--- config.mk ---
export PLATFORM = sky130hd
export DESIGN_NAME = ordered_list_with_positional_delete_core
export DESIGN_NICKNAME = d
export VERILOG_FILES = /design/src/rtl/core/olpd_pkg.sv /design/src/rtl/core/olpd_mem.sv /design/src/rtl/core/olpd_ctrl.sv /design/src/rtl/core/ordered_list_with_positional_delete_core.sv
export SDC_FILE = /design/constraint.sdc
export NUM_CORES = 1
export LEC_CHECK = 0
export BUFFER_PORTS_ARGS = -buffer_cell sky130_fd_sc_hd__buf_2
export CAP_MARGIN = 10
export CORE_UTILIZATION = 30
export DETAILED_ROUTE_END_ITERATION = 12
export HOLD_SLACK_MARGIN = 0.15
export MAX_ROUTING_LAYER = met4
export PLACE_DENSITY = 0.51
export SLEW_MARGIN = 40
export SYNTH_ARGS = -nofsm -noshare
export SYNTH_HDL_FRONTEND = slang
export SYNTH_SLANG_ARGS = --single-unit
--- constraint.sdc ---
create_clock -name clk -period 4.7 [get_ports clk]
set_clock_uncertainty 0.15 [all_clocks]
set_input_delay 1.41 -clock clk [delete_from_list [all_inputs] [get_ports clk]]
set_output_delay 1.41 -clock clk [all_outputs]
set_load 0.01 [all_outputs]
--- src/rtl/core/olpd_pkg.sv ---
// Shared types and constants for the ordered list core.
// No dependencies; olpd_ctrl and the top level in rtl/core use this package.
`timescale 1ns / 1ps

package olpd_pkg;

    // Default list capacity and fixed field widths.
    localparam int CAPACITY_DEF = 16;
    localparam int DATA_W       = 32;
    localparam int POS_W        = 8;
    localparam int COUNT_OUT_W  = 5;
    localparam int IN_TDATA_W   = 48;
    localparam int OUT_TDATA_W  = 40;

    // Request operation codes.
    typedef enum logic [1:0] {
        FN_INS_FRONT = 2'd0,
        FN_INS_BACK  = 2'd1,
        FN_REM_FIRST = 2'd2,
        FN_REM_POS   = 2'd3
    } func_t;

    // Result status codes.
    typedef enum logic [1:0] {
        STATUS_OK    = 2'd0,
        STATUS_EMPTY = 2'd1,
        STATUS_FULL  = 2'd2
    } status_t;

    // One finished result, handed from the sequencer to the output register.
    typedef struct packed {
        logic                          empty;
        logic [COUNT_OUT_W-1:0]        count;
        logic signed [DATA_W-1:0]      value;
        status_t                       status;
    } result_t;

endpackage

--- src/rtl/core/olpd_mem.sv ---
// Entry storage for the ordered list: one write port, one read port.
// Read data is registered. Depends on nothing else.
`timescale 1ns / 1ps

module olpd_mem #(
    parameter int DEPTH = 16,
    parameter int WIDTH = 32,
    parameter int AW    = 4
) (
    input  logic             clk,
    input  logic             wr_en,
    input  logic [AW-1:0]    wr_addr,
    input  logic [WIDTH-1:0] wr_data,
    input  logic             rd_en,
    input  logic [AW-1:0]    rd_addr,
    output logic [WIDTH-1:0] rd_data
);

    logic [WIDTH-1:0] mem [DEPTH];
    logic [WIDTH-1:0] rd_data_reg;

    // Write port.
    always_ff @(posedge clk)
    begin
        if (wr_en)
        begin
            mem[wr_addr] <= wr_data;
        end
    end

    // Registered read port.
    always_ff @(posedge clk)
    begin
        if (rd_en)
        begin
            rd_data_reg <= mem[rd_addr];
        end
    end

    assign rd_data = rd_data_reg;

endmodule

--- src/rtl/core/olpd_ctrl.sv ---
// Request sequencer: keeps head and count of the circular entry buffer and
// runs reads, shifts and writes against olpd_mem. Uses olpd_pkg.
`timescale 1ns / 1ps

module olpd_ctrl #(
    parameter int CAPACITY = olpd_pkg::CAPACITY_DEF,
    parameter int IDX_W    = 4,
    parameter int CNT_W    = 5
) (
    input  logic                          clk,
    input  logic                          rst_n,
    // Request side
    input  logic                          req_valid,
    output logic                          req_ready,
    input  olpd_pkg::func_t               req_func,
    input  logic [olpd_pkg::DATA_W-1:0]   req_value,
    input  logic [olpd_pkg::POS_W-1:0]    req_pos,
    // Result side
    output logic                          res_valid,
    input  logic                          res_ready,
    output olpd_pkg::result_t             res,
    // Memory port
    output logic                          mem_wr_en,
    output logic [IDX_W-1:0]              mem_wr_addr,
    output logic [olpd_pkg::DATA_W-1:0]   mem_wr_data,
    output logic                          mem_rd_en,
    output logic [IDX_W-1:0]              mem_rd_addr,
    input  logic [olpd_pkg::DATA_W-1:0]   mem_rd_data
);

    localparam int CMP_W = ((CNT_W > olpd_pkg::POS_W) ? CNT_W : olpd_pkg::POS_W) + 1;
    localparam logic [IDX_W:0]   CAP_SUM  = (IDX_W+1)'(CAPACITY);
    localparam logic [IDX_W-1:0] LAST_IDX = IDX_W'(CAPACITY - 1);
    localparam logic [CNT_W-1:0] CAP_CNT  = CNT_W'(CAPACITY);

    typedef enum logic [3:0] {
        ST_IDLE  = 4'b0001,
        ST_FETCH = 4'b0010,
        ST_SHIFT = 4'b0100,
        ST_DONE  = 4'b1000
    } state_t;

    state_t                        state_reg, state_next;
    logic [IDX_W-1:0]              head_reg, head_next;
    logic [CNT_W-1:0]              cnt_reg, cnt_next;
    logic [IDX_W-1:0]              idx_reg, idx_next;
    olpd_pkg::status_t             status_reg, status_next;
    logic [olpd_pkg::DATA_W-1:0]   value_reg, value_next;

    logic [CMP_W-1:0]              cnt_ext;
    logic [CMP_W-1:0]              idx_ext;
    logic [CMP_W-1:0]              pos_ext;
    logic                          full;
    logic [CNT_W+olpd_pkg::COUNT_OUT_W-1:0] cnt_wide;

    // Logical list index to physical memory address, wrapping once.
    function automatic logic [IDX_W-1:0] phys(input logic [IDX_W-1:0] head,
                                              input logic [IDX_W-1:0] lidx);
        logic [IDX_W:0] sum;
        sum = {1'b0, head} + {1'b0, lidx};
        if (sum >= CAP_SUM)
        begin
            sum = sum - CAP_SUM;
        end
        return sum[IDX_W-1:0];
    endfunction

    assign cnt_ext = CMP_W'(cnt_reg);
    assign idx_ext = CMP_W'(idx_reg);
    assign pos_ext = CMP_W'(req_pos);
    assign full    = (cnt_reg == CAP_CNT);
    assign cnt_wide = {{olpd_pkg::COUNT_OUT_W{1'b0}}, cnt_reg};

    assign req_ready = (state_reg == ST_IDLE);
    assign res_valid = (state_reg == ST_DONE);

    // Result word built from the settled state.
    always_comb
    begin
        res.status = status_reg;
        res.value  = value_reg;
        res.count  = cnt_wide[olpd_pkg::COUNT_OUT_W-1:0];
        res.empty  = (cnt_reg == '0);
    end

    // Sequencer next-state and memory control.
    always_comb
    begin
        state_next  = state_reg;
        head_next   = head_reg;
        cnt_next    = cnt_reg;
        idx_next    = idx_reg;
        status_next = status_reg;
        value_next  = value_reg;
        mem_wr_en   = 1'b0;
        mem_wr_addr = head_reg;
        mem_wr_data = req_value;
        mem_rd_en   = 1'b0;
        mem_rd_addr = head_reg;

        unique case (state_reg)
            ST_IDLE:
            begin
                if (req_valid)
                begin
                    status_next = olpd_pkg::STATUS_OK;
                    value_next  = '0;
                    unique case (req_func)
                        olpd_pkg::FN_INS_FRONT:
                        begin
                            state_next = ST_DONE;
                            if (full)
                            begin
                                status_next = olpd_pkg::STATUS_FULL;
                            end
                            else
                            begin
                                head_next   = (head_reg == '0) ? LAST_IDX : head_reg - 1'b1;
                                mem_wr_en   = 1'b1;
                                mem_wr_addr = head_next;
                                cnt_next    = cnt_reg + 1'b1;
                            end
                        end
                        olpd_pkg::FN_INS_BACK:
                        begin
                            state_next = ST_DONE;
                            if (full)
                            begin
                                status_next = olpd_pkg::STATUS_FULL;
                            end
                            else
                            begin
                                mem_wr_en   = 1'b1;
                                mem_wr_addr = phys(head_reg, IDX_W'(cnt_reg));
                                cnt_next    = cnt_reg + 1'b1;
                            end
                        end
                        olpd_pkg::FN_REM_FIRST:
                        begin
                            if (cnt_reg == '0)
                            begin
                                status_next = olpd_pkg::STATUS_EMPTY;
                                state_next  = ST_DONE;
                            end
                            else
                            begin
                                mem_rd_en   = 1'b1;
                                mem_rd_addr = head_reg;
                                idx_next    = '0;
                                state_next  = ST_FETCH;
                            end
                        end
                        olpd_pkg::FN_REM_POS:
                        begin
                            if ((cnt_reg == '0) || (pos_ext >= cnt_ext))
                            begin
                                status_next = olpd_pkg::STATUS_EMPTY;
                                state_next  = ST_DONE;
                            end
                            else
                            begin
                                mem_rd_en   = 1'b1;
                                mem_rd_addr = phys(head_reg, IDX_W'(req_pos));
                                idx_next    = IDX_W'(req_pos);
                                state_next  = ST_FETCH;
                            end
                        end
                    endcase
                end
            end
            ST_FETCH:
            begin
                // Target word is on the read port now.
                value_next = mem_rd_data;
                if (idx_reg == '0)
                begin
                    // Front removal just moves the head.
                    head_next  = (head_reg == LAST_IDX) ? '0 : head_reg + 1'b1;
                    cnt_next   = cnt_reg - 1'b1;
                    state_next = ST_DONE;
                end
                else if ((idx_ext + 1'b1) < cnt_ext)
                begin
                    mem_rd_en   = 1'b1;
                    mem_rd_addr = phys(head_reg, idx_reg + 1'b1);
                    state_next  = ST_SHIFT;
                end
                else
                begin
                    cnt_next   = cnt_reg - 1'b1;
                    state_next = ST_DONE;
                end
            end
            ST_SHIFT:
            begin
                // Move the next entry down one slot, prefetching the one after.
                mem_wr_en   = 1'b1;
                mem_wr_addr = phys(head_reg, idx_reg);
                mem_wr_data = mem_rd_data;
                idx_next    = idx_reg + 1'b1;
                if ((idx_ext + 2'd2) < cnt_ext)
                begin
                    mem_rd_en   = 1'b1;
                    mem_rd_addr = phys(head_reg, idx_reg + 2'd2);
                end
                else
                begin
                    cnt_next   = cnt_reg - 1'b1;
                    state_next = ST_DONE;
                end
            end
            ST_DONE:
            begin
                if (res_ready)
                begin
                    state_next = ST_IDLE;
                end
            end
            default:
            begin
                state_next = ST_IDLE;
            end
        endcase
    end

    // Control state.
    always_ff @(posedge clk or negedge rst_n)
    begin
        if (!rst_n)
        begin
            state_reg <= ST_IDLE;
            head_reg  <= '0;
            cnt_reg   <= '0;
        end
        else
        begin
            state_reg <= state_next;
            head_reg  <= head_next;
            cnt_reg   <= cnt_next;
        end
    end

    // Working registers.
    always_ff @(posedge clk)
    begin
        idx_reg    <= idx_next;
        status_reg <= status_next;
        value_reg  <= value_next;
    end

    // The count never passes the capacity.
    assert property (@(posedge clk) disable iff (!rst_n) cnt_reg <= CAP_CNT)
        else $error("olpd_ctrl: count above capacity");

    // The head always points inside the buffer.
    assert property (@(posedge clk) disable iff (!rst_n) head_reg <= LAST_IDX)
        else $error("olpd_ctrl: head outside buffer");

    // A shift never writes the word it is reading in the same cycle.
    assert property (@(posedge clk) disable iff (!rst_n)
        (mem_wr_en && mem_rd_en) |-> (mem_wr_addr != mem_rd_addr))
        else $error("olpd_ctrl: read and write hit the same entry");

    // Shifting only happens with at least two entries present.
    assert property (@(posedge clk) disable iff (!rst_n)
        (state_reg == ST_SHIFT) |-> (cnt_ext >= CMP_W'(2)))
        else $error("olpd_ctrl: shift with fewer than two entries");

    // A handed-off result returns the sequencer to idle.
    assert property (@(posedge clk) disable iff (!rst_n)
        (res_valid && res_ready) |=> (state_reg == ST_IDLE))
        else $error("olpd_ctrl: no return to idle after result");

endmodule

--- src/rtl/core/ordered_list_with_positional_delete_core.sv ---
// Top level of the ordered list core: stream ports, sequencer, storage and
// output register. Depends on olpd_pkg, olpd_mem and olpd_ctrl.
//
//  Channel  | Direction | Word contents (lowest bit first)
//  ---------+-----------+--------------------------------------------------
//  s_*      | in        | func[1:0], value_in[33:2], position[41:34], 0 pad
//  m_*      | out       | status[1:0], value_out[33:2], count_out[38:34],
//           |           | is_empty[39]
//
// From acceptance until the next word can be accepted, an insert or a
// refused request passes through ST_DONE only, and removing the first
// entry through ST_FETCH and ST_DONE. Removing at position p > 0 adds one
// ST_SHIFT step per entry moved through the single memory read/write port.
// The result enters the output register as the sequencer returns to idle.
// Reset clears head and count; entry storage is not cleared.
// A new word is accepted while the previous result waits in the output
// register; the sequencer stalls only when both are occupied.
`timescale 1ns / 1ps

module ordered_list_with_positional_delete_core #(
    parameter int CAPACITY = olpd_pkg::CAPACITY_DEF
) (
    input  logic                                clk,
    input  logic                                rst_n,
    input  logic                                s_tvalid,
    output logic                                s_tready,
    input  logic [olpd_pkg::IN_TDATA_W-1:0]     s_tdata,  // func, value_in, position
    output logic                                m_tvalid,
    input  logic                                m_tready,
    output logic [olpd_pkg::OUT_TDATA_W-1:0]    m_tdata   // status, value_out, count_out, is_empty
);

    localparam int IDX_W = (CAPACITY > 1) ? $clog2(CAPACITY) : 1;
    localparam int CNT_W = $clog2(CAPACITY + 1);

    olpd_pkg::func_t                 req_func;
    logic [olpd_pkg::DATA_W-1:0]     req_value;
    logic [olpd_pkg::POS_W-1:0]      req_pos;
    logic                            res_valid;
    logic                            res_ready;
    olpd_pkg::result_t               res;
    logic                            mem_wr_en;
    logic [IDX_W-1:0]                mem_wr_addr;
    logic [olpd_pkg::DATA_W-1:0]     mem_wr_data;
    logic                            mem_rd_en;
    logic [IDX_W-1:0]                mem_rd_addr;
    logic [olpd_pkg::DATA_W-1:0]     mem_rd_data;

    logic                            out_valid_reg, out_valid_next;
    olpd_pkg::result_t               out_data_reg;

    // Unpack the input word.
    assign req_func  = olpd_pkg::func_t'(s_tdata[1:0]);
    assign req_value = s_tdata[33:2];
    assign req_pos   = s_tdata[41:34];

    olpd_ctrl #(
        .CAPACITY (CAPACITY),
        .IDX_W    (IDX_W),
        .CNT_W    (CNT_W)
    ) u_ctrl (
        .clk         (clk),
        .rst_n       (rst_n),
        .req_valid   (s_tvalid),
        .req_ready   (s_tready),
        .req_func    (req_func),
        .req_value   (req_value),
        .req_pos     (req_pos),
        .res_valid   (res_valid),
        .res_ready   (res_ready),
        .res         (res),
        .mem_wr_en   (mem_wr_en),
        .mem_wr_addr (mem_wr_addr),
        .mem_wr_data (mem_wr_data),
        .mem_rd_en   (mem_rd_en),
        .mem_rd_addr (mem_rd_addr),
        .mem_rd_data (mem_rd_data)
    );

    olpd_mem #(
        .DEPTH (CAPACITY),
        .WIDTH (olpd_pkg::DATA_W),
        .AW    (IDX_W)
    ) u_mem (
        .clk     (clk),
        .wr_en   (mem_wr_en),
        .wr_addr (mem_wr_addr),
        .wr_data (mem_wr_data),
        .rd_en   (mem_rd_en),
        .rd_addr (mem_rd_addr),
        .rd_data (mem_rd_data)
    );

    // Output register: loads when empty or being drained.
    assign res_ready = !out_valid_reg || m_tready;

    always_comb
    begin
        out_valid_next = out_valid_reg;
        if (res_valid && res_ready)
        begin
            out_valid_next = 1'b1;
        end
        else if (m_tready)
        begin
            out_valid_next = 1'b0;
        end
    end

    always_ff @(posedge clk or negedge rst_n)
    begin
        if (!rst_n)
        begin
            out_valid_reg <= 1'b0;
        end
        else
        begin
            out_valid_reg <= out_valid_next;
        end
    end

    always_ff @(posedge clk)
    begin
        if (res_valid && res_ready)
        begin
            out_data_reg <= res;
        end
    end

    // Pack the output word.
    assign m_tvalid = out_valid_reg;
    assign m_tdata  = {out_data_reg.empty, out_data_reg.count,
                       out_data_reg.value, out_data_reg.status};

endmodule
==> PnR_summary.wiki <==
{| class="wikitable"
! Metric !! Value
|-
| Result of the run || finished, final reports clean
|-
| Wire length of the first global-routing pass || ~110000 microns
|-
| Net switching share of the total power || ~36%
|-
| Count of flip-flops with a built-in enable after synthesis || between 600 and 700
|-
| Reg-to-reg startpoint || u_ctrl.idx_reg[0]
|-
| Buffer levels on the longest clock path || 3
|-
| Count of max-cap constraint violations || 0
|-
| PwrDens || around 670 nW/um^2
|-
| CTS buffer count || 68
|-
| Combined area of the multi-input logic cells || about 7300 sq um
|-
| Area of all sequential standard cells || about 19000 sq um
|-
| IR Drop Worst-Case VDD || around 320 uV
|-
| Area of the core || approximately 88000 sq um
|-
| Top fanout value on the critical path || 28
|-
| Fraction of power consumed by the clock network || 22.7%
|-
| Antenna violations before repair || 2
|-
| Routed WL || a little over 70000 microns
|-
| Design Power || between 20 and 25 mW
|-
| P&R area growth vs syn || 20.8%
|-
| Design internal power || around 14 mW
|-
| GRT overflow || 0
|-
| Post-synth design cell area || between 20000 and 30000 sq um
|-
| Number of remaining DRC errors || 0
|-
| Min Clock Period, post-route || between 4 and 5 ns
|-
| DRT antenna net count || 0
|-
| Number of rows in the core area || 109
|-
| PortBufs || 87
|-
| Flip-flop count of the largest register after layout || between 500 and 600
|-
| Least-Margin Pin Slew || approximately 0.74 ns
|-
| Reg clk slew, reported paths || roughly 0.06 ns
|-
| Unrepaired setup endpoints after global routing || no
|-
| Synthesized Nets || between 1500 and 2000
|-
| Utilization of the core after routing || 36.6%
|-
| Final setup vio count || 0
|-
| First element of the critical path || u_ctrl.idx_reg[0]
|-
| Routed length per instance || 21.9 microns
|-
| Number of sinks handled by clock tree synthesis || around 640
|-
| Required arrival time at the worst endpoint || ~5 ns
|-
| Total net switching power || roughly 7.8 mW
|-
| Proportion of power drawn by flip-flops and latches || between 30 and 40%
|-
| Crit. End Element || register
|-
| Leak || 11.4 nW
|-
| Fraction of final layout cells with drive strength greater than 1 || approximately 18%
|-
| Number of cells traversed by the worst register-to-register path || 16
|-
| Crit path capture || u_mem.rd_data[26]
|-
| Setup slack of the worst register-to-register path || around 0.3 ns
|-
| Reg with most FFs || u_mem.mem
|-
| Total of flip-flops plus latches after synthesis || 636
|-
| Top FF cell, synth || sky130_fd_sc_hd__edfxtp_1
|-
| Number of distinct library cells after synthesis || between 50 and 60
|-
| Element type at the critical path start || register
|-
| Per-cell via count in the routed design || roughly 5.1
|-
| Starting utilization of the core area || around 30%
|-
| Synth async-reset ratio || 2.20%
|-
| H-Tree Level Count || 3
|-
| Clk_lat worst skew || slightly above 0.6 ns
|-
| Max Slew Vio Count || 0
|-
| Critical Path AT || 4.71 ns
|-
| Final number of hold-violating endpoints || 0
|-
| Total via count in the routed design || roughly 17000
|-
| Post-synthesis instance total || 1884
|-
| Max transition margin || between 50% and 60%
|-
| Overall global routing resource usage || 16.4%
|-
| CTS tree || yes
|-
| Critical path class || reg -> reg
|-
| Placed wire-length estimate after detailed placement || 43700 microns
|-
| Number of warnings issued by yosys || 0
|-
| Area of the die || 90300 sq um
|-
| Maximum number of pins on one net before global-route repair || 65
|-
| Synthesized area per cell || around 14 sq um
|-
| Logic gate share of total power || 44.4%
|-
| DIE HEIGHT || between 300 and 400 microns
|-
| Final GP Congestion || between 0.7 and 0.8
|-
| Number of ports placed on the die boundary || 94
|-
| Sequential-to-total area share from yosys stat || 71.2%
|-
| Final period utilization || between 90% and 100%
|-
| Nets || 2157
|-
| Ant. Diodes || 0
|-
| Buffer cell driving the clock tree root || sky130_fd_sc_hd__clkbuf_16
|-
| Number of global-route vias before repair || 16900
|-
| Class of the worst hold path || reg -> reg
|-
| 1st-pass router iterations || 5
|-
| Fill count || 8326
|-
| Initial detailed-routing violation count || 1326
|-
| Timing-limited maximum frequency || between 0.2 and 0.25 GHz
|-
| Overall die width || roughly 300 microns
|-
| Reg-to-reg endpoint || u_mem.rd_data[26]
|}
-- cells by family after synthesis --
logic type,synth area share (%)
compound gates,12.8
xor+xnor,0.655
fa+ha+maj,2.14
buf+inv,2.49
flops,71.2
mux,1.35
simple gates,9.32
-- layer usage --
layer | GRT usage [%] | wire (microns) | vias up
li1 | - | - | 7722
met1 | 21.1 | 31700 | 8453
met2 | 26.4 | 34500 | 470
met3 | 3.02 | 4370 | 98
met4 | 4.24 | 1390 | 0
met5 | - | 0 | -
-- how the worst min path moves through the flow --
stage | slack (ns) | end | cells after the start | startpoint
3_5_place_dp | 0.26 | m_tdata[4] | 0 | u_ctrl.value_reg[2]
2_1_floorplan | 0.25 | m_tdata[0] | 0 | u_ctrl.status_reg[0]
6_report | 0.27 | m_tdata[7] | 0 | u_ctrl.value_reg[5]
3_3_place_gp | 0.25 | m_tdata[6] | 0 | u_ctrl.value_reg[4]
5_1_grt | 0.27 | m_tdata[30] | 0 | u_ctrl.value_reg[28]
4_1_cts | 0.27 | m_tdata[10] | 0 | u_ctrl.value_reg[8]
-- final cells by class --
type / instances / share of cell area (%)
clock buffer: 83 / 5.45
multi-input combinational: 1082 / 22.5
timing repair buffer: 253 / 7.55
sequential: 636 / 59.0
inverter: 22 / 0.256
tap: 1165 / 4.52
clock inverter: 37 / 0.768
-- placed cells by master, fill, tap and decap left out, types with 8 or more instances in the layout --
cell and instances:
sky130_fd_sc_hd__a211oi_1 66, sky130_fd_sc_hd__a21o_1 9, sky130_fd_sc_hd__a21oi_1 153, sky130_fd_sc_hd__a221o_1 34
sky130_fd_sc_hd__a22oi_1 65, sky130_fd_sc_hd__a32o_1 64, sky130_fd_sc_hd__and2_1 34, sky130_fd_sc_hd__and3_1 132
sky130_fd_sc_hd__buf_12 60, sky130_fd_sc_hd__buf_2 87, sky130_fd_sc_hd__buf_4 105, sky130_fd_sc_hd__clkbuf_1 15
sky130_fd_sc_hd__clkbuf_16 68, sky130_fd_sc_hd__clkinv_1 22, sky130_fd_sc_hd__dfrtp_1 13, sky130_fd_sc_hd__edfxtp_1 622
sky130_fd_sc_hd__ha_1 36, sky130_fd_sc_hd__inv_1 22, sky130_fd_sc_hd__mux2i_1 36, sky130_fd_sc_hd__nand2_1 261
sky130_fd_sc_hd__nor2_1 20, sky130_fd_sc_hd__nor2_4 18, sky130_fd_sc_hd__o21ai_0 20, sky130_fd_sc_hd__o32ai_1 32
sky130_fd_sc_hd__xnor2_1 8, sky130_fd_sc_hd__xor2_1 12
-- worst max-delay path, stage by stage, from the launching register on --
cell and delay, ns:
sky130_fd_sc_hd__edfxtp_1 0.48, sky130_fd_sc_hd__inv_1 0.11, sky130_fd_sc_hd__ha_1 0.41, sky130_fd_sc_hd__ha_1 0.31
sky130_fd_sc_hd__o211ai_1 0.16, sky130_fd_sc_hd__o21ai_1 0.13, sky130_fd_sc_hd__a2111oi_0 0.57, sky130_fd_sc_hd__buf_4 0.22
sky130_fd_sc_hd__a22oi_2 0.11, sky130_fd_sc_hd__and2_2 0.25, sky130_fd_sc_hd__buf_6 0.18, sky130_fd_sc_hd__nand2_4 0.13
sky130_fd_sc_hd__buf_12 0.19, sky130_fd_sc_hd__buf_4 0.33, sky130_fd_sc_hd__nand2_1 0.10, sky130_fd_sc_hd__a22oi_1 0.21
sky130_fd_sc_hd__a221o_1 0.20
-- through the flow --
stage	std cells	hold WS [ns]	setup TNS [ns]	cell area, sq um	setup slack [ns]
after floorplan	1884	0.250	0	26700	0.210
after global placement	3153	0.251	-8.98	30200	-0.487
after detailed placement	3153	0.256	-9.01	30200	-0.465
after CTS	3273	0.270	0	32200	0.000605
after global routing	3278	0.273	0	32300	0.0460
final	3278	0.267	0	32300	0.293
-- synthesized netlist by cell type, drive strengths merged, types with 6 or more instances --
cell type  number  area share [%]
a211oi         66             1.9
a32o           64             2.4
ha             36             1.7
mux2i          36             1.3
and3          132             3.1
xnor2           8            0.26
o21ai          23            0.43
nand2         265             3.7
buf            42            0.74
a21oi         153             2.9
xor2           12            0.39
nand3           8            0.15
clkbuf        102             1.4
dfrtp          13             1.2
a221o          35             1.3
fa              6            0.45
a21o           10            0.28
and2           35            0.82
a22oi          66             1.9
nor2           38            0.53
o32ai          32             1.0
inv            22            0.31
edfxtp        622              70
nand2b          6            0.14
-- what timing repair did --
action	CTS	global route
setup endpoints to repair	1	28
pin swaps	1	1
gates resized for setup	0	1
endpoints found under the hold margin	0	0
hold buffers	0	0
setup buffers	0	5
-- power groups by stage --
stage	combinational, mW	sequential (mW)	clock (mW)
after floorplan	5.48	7.19	0
after global placement	9.55	7.25	0
after detailed placement	9.66	7.26	0
after CTS	9.72	7.15	5.07
after global routing	10.5	7.19	5.27
final	9.65	7.14	4.93
(Power assumes the default switching activity.)
